### src/design/slpc_pkg.sv
package slpc_pkg;

    // Configuration register indexes
    localparam logic [1:0] CFG_MODE   = 2'd0;
    localparam logic [1:0] CFG_LENGTH = 2'd1;
    localparam logic [1:0] CFG_OFFSET = 2'd2;

    // Output modes
    localparam logic [1:0] MODE_MAG   = 2'd0;
    localparam logic [1:0] MODE_LN    = 2'd1;
    localparam logic [1:0] MODE_LOG10 = 2'd2;

    localparam int SAMPLE_WIDTH = 24;
    localparam int LEN_WIDTH    = 13;
    localparam int BIN_WIDTH    = 12;
    localparam logic [LEN_WIDTH-1:0] MAX_FRAME_LENGTH = 13'd4096;

    // Fixed-point constants, Q32 (log scale) and Q24 (angles)
    localparam logic signed [32:0] LN2_Q32     = 33'sd2977044472;
    localparam logic signed [32:0] LOG10_2_Q32 = 33'sd1292913986;
    localparam logic signed [32:0] LOG10E_Q32  = 33'sd1865280597;
    localparam logic signed [27:0] PI_Q24      = 28'sd52707179;

    localparam logic signed [27:0] ATAN_Q24 [0:7] = '{
        28'sd13176795, 28'sd7778716, 28'sd4110060, 28'sd2086331,
        28'sd1047214, 28'sd524117, 28'sd262123, 28'sd131069
    };

    typedef struct packed {
        logic signed [SAMPLE_WIDTH-1:0] re_part;
        logic signed [SAMPLE_WIDTH-1:0] im_part;
        logic [BIN_WIDTH-1:0]           bin_index;
    } t_in;

    typedef struct packed {
        logic signed [31:0] level;
        logic signed [23:0] phase;
        logic               saturated;
    } t_out;

    // Everything one item carries down the pipeline
    typedef struct packed {
        logic signed [23:0] re;
        logic signed [23:0] im;
        logic               phz;
        logic [46:0]        sqa;
        logic [46:0]        sqb;
        logic [47:0]        p;
        logic               pz;
        logic [5:0]         msb;
        logic [50:0]        rem;
        logic [50:0]        root;
        logic signed [26:0] cx;
        logic signed [26:0] cy;
        logic signed [27:0] cz;
        logic [30:0]        lx;
        logic [29:0]        lf;
        logic signed [39:0] offt;
        logic signed [59:0] zl;
        logic [61:0]        fc;
        logic signed [40:0] mc;
    } t_stage;

endpackage

### src/design/slpc_level.sv
module slpc_level (
    input  slpc_pkg::t_stage i_stage,
    input  logic [1:0]       i_mode,
    output slpc_pkg::t_out   o_result
);

    logic signed [41:0] scaled;
    logic signed [41:0] lq;
    logic signed [41:0] diff;
    logic signed [33:0] lv;
    logic signed [27:0] zr;
    logic signed [59:0] zs;
    logic signed [23:0] ph;

    // Combine log terms, remove the offset and drop to Q8.24
    always_comb begin
        scaled = 42'(i_stage.mc) + $signed({10'b0, i_stage.fc[61:30]});
        lq     = scaled >>> 1;
        diff   = lq - 42'(i_stage.offt);
        lv     = 34'(diff >>> 8);
        zr     = i_stage.cz + 28'sd8;
        zs     = i_stage.zl + (60'sd1 <<< 35);
        if (i_mode == slpc_pkg::MODE_LN) begin
            ph = 24'(zr >>> 4);
        end else begin
            ph = 24'(zs >>> 36);
        end
    end

    // Select the result by mode and clip the level
    always_comb begin
        o_result = '0;
        if (i_mode == slpc_pkg::MODE_LN || i_mode == slpc_pkg::MODE_LOG10) begin
            if (i_stage.pz) begin
                o_result.level     = 32'sh8000_0000;
                o_result.saturated = 1'b1;
            end else begin
                if (lv > 34'sd2147483647) begin
                    o_result.level     = 32'sh7FFF_FFFF;
                    o_result.saturated = 1'b1;
                end else if (lv < -34'sd2147483648) begin
                    o_result.level     = 32'sh8000_0000;
                    o_result.saturated = 1'b1;
                end else begin
                    o_result.level = 32'(lv);
                end
                if (!i_stage.phz) begin
                    o_result.phase = ph;
                end
            end
        end else begin
            o_result.level = $signed({6'b0, i_stage.root[25:0]});
        end
    end

endmodule

### config.mk
export PLATFORM = sky130hd
export DESIGN_NAME = slpc_level
export DESIGN_NICKNAME = d
export VERILOG_FILES = /design/src/design/slpc_pkg.sv /design/src/design/slpc_level.sv
export SDC_FILE = /design/constraint.sdc
export NUM_CORES = 1
export LEC_CHECK = 0
export ABC_AREA = 1
export BUFFER_PORTS_ARGS = -buffer_cell sky130_fd_sc_hd__buf_2
export CAP_MARGIN = 25
export CELL_PAD_IN_SITES_DETAIL_PLACEMENT = 1
export CELL_PAD_IN_SITES_GLOBAL_PLACEMENT = 1
export CORE_AREA = 2 2 272 274
export DETAILED_ROUTE_END_ITERATION = 12
export DIE_AREA = 0 0 274 276
export GPL_TIMING_DRIVEN = 0
export PLACE_DENSITY = 0.54
export SLEW_MARGIN = 20
export SYNTH_ARGS = -nofsm -noshare
export SYNTH_HDL_FRONTEND = slang
export SYNTH_SLANG_ARGS = --single-unit
export TNS_END_PERCENT = 100
### constraint.sdc
create_clock -name vclk -period 7.5
set_clock_uncertainty 0.2 [all_clocks]
set_input_delay 1.5 -clock vclk [all_inputs]
set_output_delay 1.5 -clock vclk [all_outputs]
set_load 0.03 [all_outputs]
==> run metrics, run 1 <==
outcome=finished, final reports clean; cell count after synthesis=~1300; Cells on Worst Hold Path=4; IO Port Bufs=between 200 and 300; post-synthesis xor/xnor area fraction=0.0766; WS Path Type=in2out; Tmin final=7160 ps; Initial Util=0.0913; number of nets with antenna violations after routing=0; Cell Count, Final, Fillers Out=2519; global route total overflow=0; mapped cell area=between 6000 and 7000 um^2; DP HPWL=37200 um; WL/cell=15.8 um; # Max-Cap Violations=0; CP max FO=10; crit share post-route=0.955; Req. time, crit path=5800 ps; area of the multi-input gates=just over 6000 um^2; most frequent cells in the layout=458 x nand2_1, 236 x buf_2, 207 x inv_1; row cnt=99; area of the core=72600 um^2; Worst slew margin=0.528; DR iter-0 viols=246; Yosys warning total=0; CP Capture Type=primary output; Via density=3.48; pin count of the biggest net entering global routing=11; GPL Wtd Cong=0.785; layout net count=2283; layout cell share with drive strength beyond 1=0.261; Synth Area in Simple Gates=0.442; Achievable Freq=between 0.1 and 0.15 GHz; GRT Total Usage=0.101; first-pass GRT wire length=57300 um; sequential share of the synthesized area=0; HP Class=in2out; Critical Path Start=i_stage[23]; Post-Route WL=roughly 40000 um; Die ar.=75600 um^2; fillers=9267; I/O pins=705; drt first pass iters=4; leakage power=about 5 nW; CTS Hold Bufs=0; startpoint types=input pin; die height=approximately 280 um; Post-Synth Adder-Cell Area=0.141; Final Hold Fails=0; fin. max-slew vios=0; Area Overhead vs Synth=45.5%; die span in x=274 um; placed cells=2514; Netlist cell types=43; multiplexer share of the synthesized area=0.00981; Worst EP arrival=between 5000 and 6000 ps; FF/Latch Area=0 um^2; commonest non-fill, non-tap cell in the layout=nand2_1; worst-margin pin slew=700 ps; clkbuf count=0; DR vias=around 9000; vias in the first global route=9292; Avg Cell Area, Syn=roughly 5 um^2; Mapped Nets=around 2000; final setup fails=0; Residual DRC=0; compound-gate portion of the synthesized area=0.189; final hold slack=3150 ps; power per cell area=131 nW/um^2; sequential cell count=0; end point of the critical path=o_result[28]; initial antenna violation count=4; largest family of logic cells by synthesized area=simple AND/OR/NAND/NOR gates; worst-case vdd ir drop=0.0000299 V
[critical path, cell delays in order]
cell     delay, ps
buf_2          110
ha_2           360
nand2_1        110
nor2_1         170
inv_1          110
nor4_4         340
nand4_1        130
buf_4          170
a31oi_4        170
xor2_1         250
ha_4           260
a21oi_2        170
o21ai_0        170
nand2_1         90
nand2_1         70
a21oi_2        160
nand3_1        120
nand2_1         70
nand2_1        110
nand2_4        130
buf_6          140
nand2_1         50
nand2_1         60
nand2_1         60
nand2_2        170
buf_4          190
[metrics by stage]
step / setup TNS (ps) / utilization / power [W] / worst slack, ps / area [um^2]
floorplan: 0 / - / 0.000779 / 790 / 6630
global placement: -8490 / 0.125 / 0.00121 / -397 / 9080
detailed placement: -9270 / 0.125 / 0.00122 / -421 / 9080
CTS: 0 / 0.127 / 0.00124 / 10.4 / 9200
global route: -191 / 0.133 / 0.00142 / -24.9 / 9650
finish: 0 / 0.133 / 0.00126 / 341 / 9650
[repair_timing]
item,CTS,global route
gates resized for setup,36,96
setup endpoints to repair,32,33
buffers inserted,2,2
pin swaps,3,14
[per-layer routing]
layer  routed length [um]  share of wire  track usage  up-vias
met5                   13        0.00033            0        -
met4                  280         0.0070      0.00571        2
met3                  953          0.024      0.00347        8
met2                20000           0.50        0.191      164
met1                18700           0.47        0.132     3952
li1                     -              -            -     4649
[how the worst min path moves through the flow]
stage,end,startpoint
finish,o_result[50],i_stage[371]
global route,o_result[49],i_stage[370]
detailed placement,o_result[50],i_stage[371]
floorplan,o_result[25],i_stage[346]
global placement,o_result[50],i_stage[371]
CTS,o_result[50],i_stage[371]
[synthesized netlist by cell type, types with 7 or more instances]
| cell | instances | area [um^2] |
|---|---|---|
| a21o_1 | 7 | 52.6 |
| a21oi_1 | 113 | 566 |
| ha_1 | 73 | 913 |
| inv_1 | 207 | 777 |
| inv_2 | 8 | 30.0 |
| nand2_1 | 475 | 1780 |
| nand3_1 | 45 | 225 |
| nand4_1 | 16 | 100 |
| nor2_1 | 122 | 458 |
| nor2_2 | 9 | 56.3 |
| nor3_1 | 17 | 85.1 |
| o21a_1 | 11 | 82.6 |
| o21ai_0 | 45 | 225 |
| o21ai_1 | 17 | 85.1 |
| o21bai_1 | 13 | 97.6 |
| xnor2_1 | 15 | 131 |
| xor2_1 | 43 | 377 |
[logic make-up after synthesis]
kind of cell    Yosys count
compound gates          224
simple gates            709
xor+xnor                 58
buf+inv                 234
mux                       6
fa+ha+maj                74
[final cells by class]
class                      count  area share
buffer                        17      0.0132
inverter                     217      0.0844
multi-input combinational   1071       0.641
tap                          959       0.124
timing repair buffer         254       0.137
antenna                        1    0.000259
[power breakdown]
part	internal [W]	switching [W]	total [W]
combinational	0.000416	0.000844	0.00126
clock	0.0000000000178	0	0.0000000000178
sequential	0	0	0
total	0.000416	0.000844	0.00126
Power figures use the tool's default switching activity.
==> run 2: changes to the inputs <==
Settings changed: BUFFER_PORTS_ARGS -buffer_cell sky130_fd_sc_hd__buf_2 to unset, CORE_AREA 2 2 272 274 to 2 2 271 273, DIE_AREA 0 0 274 276 to 0 0 273 275, DONT_BUFFER_PORTS set to 1, MAX_ROUTING_LAYER set to met4, PLACE_DENSITY 0.54 to 0.4.
==> run 2 against run 1 <==
Combinational power down 7%. Clock-buffer cell count unchanged. Highest routed layer is now met4. Global-route usage rose by 0.23 points. Via count shrank 8.6%. Wire length fell by 0.88%. Setup slack improved by 57 ps.
==> run metrics, run 2 (synthesis results as in run 1) <==
startpoint types=input pin (unchanged); Final Hold Fails=0 (unchanged); I/O pins=705 (unchanged); number of nets with antenna violations after routing=0 (unchanged); HP Class=in2out (unchanged); Worst EP arrival=5400 ps (was 5460 ps); fillers=9122 (was 9267); sequential cell count=0 (unchanged); RSZ-0062 raised after global routing=false; outcome=finished, final reports clean (unchanged); die span in x=273 um (was 274 um); pin count of the biggest net entering global routing=11 (unchanged); first-pass GRT wire length=55700 um (was 57300 um); drt first pass iters=4 (unchanged); die height=275 um (was 276 um); worst-margin pin slew=984 ps (was 700 ps); GPL Wtd Cong=0.807 (was 0.785); post-layout util=0.113 (was 0.133); IO Port Bufs=0 (was 250); Worst slew margin=0.339 (was 0.528); initial antenna violation count=7 (was 4); fin. max-slew vios=0 (unchanged); layout net count=2035 (was 2283); Initial Util=0.0917 (was 0.0913); commonest non-fill, non-tap cell in the layout=nand2_1 (unchanged); area of the core=72300 um^2 (was 72600 um^2); Req. time, crit path=5800 ps (about the same); HP Start=i_stage[370] (was i_stage[371]); Residual DRC=0 (unchanged); Post-Place Setup Slack=-461 ps (was -421 ps); row cnt=99 (unchanged); GRT Total Usage=0.104 (was 0.101); DR vias=8021 (was 8775); leakage power=3.93 nW (was 4.97 nW); DP HPWL=37300 um (was 37200 um); crit share post-route=0.947 (was 0.955); WL/cell=17.4 um (was 15.8 um); CP Capture Type=primary output (unchanged); worst-case vdd ir drop=0.0000253 V (was 0.0000299 V); layout cell share with drive strength beyond 1=0.101 (was 0.261); final setup fails=0 (unchanged); Achievable Freq=0.141 GHz (was 0.140 GHz); Post-Route WL=39500 um (was 39900 um); Via density=3.52 (was 3.48); DR iter-0 viols=269 (was 246); most frequent cells in the layout=446 x nand2_1, 207 x inv_1, 115 x nor2_1 (was 458 x nand2_1, 236 x buf_2, 207 x inv_1); clkbuf count=0 (unchanged); WS Path Type=in2out (unchanged); FF/Latch Area=0 um^2 (unchanged); Critical Path Start=i_stage[3] (was i_stage[23]); # Max-Cap Violations=0 (unchanged); vias in the first global route=8602 (was 9292); Die ar.=75100 um^2 (was 75600 um^2); global route total overflow=0 (unchanged); CP max FO=4 (was 10); Tmin final=7100 ps (was 7160 ps); Area Overhead vs Synth=23.8% (was 45.5%); PnR worst setup slack=398 ps (was 341 ps); power per cell area=142 nW/um^2 (was 131 nW/um^2)
==> run 2: where the power goes <==
group	switching (W)	total (W)	internal [W]
Combinational	0.000825	0.00117	0.000342
Clock	0	0.000000000125	0.000000000125
Sequential	0	0	0
==> run 2: per-layer routing <==
| layer | routed length (um) | part of all wire | global-route usage | vias to the layer above |
|---|---|---|---|---|
| li1 | - | - | - | 4173 |
| met1 | 17700 | 0.45 | 0.122 | 3669 |
| met2 | 20200 | 0.51 | 0.194 | 171 |
| met3 | 1200 | 0.030 | 0.0122 | 8 |
| met4 | 395 | 0.010 | 0.00863 | 0 |
| met5 | 0 | 0 | - | - |
==> run 2: layout make-up <==
class              count  area [um^2]  area share
multi-input cells   1071         6000       0.731
well taps            959         1200       0.146
inverters            217          815      0.0992
plain buffers         17          135      0.0165
repair buffers         6         40.0     0.00488
diodes                 7         17.5     0.00213
==> run 2: worst max-delay path, stage by stage <==
cell and delay (ps):
ha_1 340, a21oi_2 210, o21ai_4 100, a21oi_2 230
nor2_1 70, nor2_1 200, o21ai_1 140, a21oi_1 200
xnor2_1 160, ha_2 420, nand2_1 120, nor2_1 170
inv_1 70, nor2_1 200, nand3_1 90, o21ai_0 380
nand2_1 180, nand2_1 90, nand2_1 50, nand2_1 60
nand2_1 90, a21oi_4 300
==> run 2: path summary, 6_finish.rpt <==
check,to,slack [ps],cells past startpoint
max,o_result[54],400,22
min,o_result[49],2980,2
==> run 2: repair_timing <==
action,4_1_cts,5_1_grt
hold buffers,0,0
gates cloned,0,0
setup buffers,1,0
pin swaps,1,4
resized for setup,36,55
endpoints found under the setup margin,33,33
==> run 2: per-stage QoR <==
| step | cell area [um^2] | cells | hold WS (ps) | setup TNS [ps] | power (W) |
|---|---|---|---|---|---|
| 4_1_cts | 7990 | 2270 | 2990 | 0 | 0.00117 |
| 3_3_place_gp | 7830 | 2264 | 3040 | -7000 | 0.00114 |
| 5_1_grt | 8210 | 2277 | 2990 | 0 | 0.00132 |
| 6_report | 8210 | 2277 | 2980 | 0 | 0.00117 |
| 3_5_place_dp | 7860 | 2269 | 3040 | -8920 | 0.00115 |
| 2_1_floorplan | 6630 | 1305 | 3030 | 0 | 0.000779 |
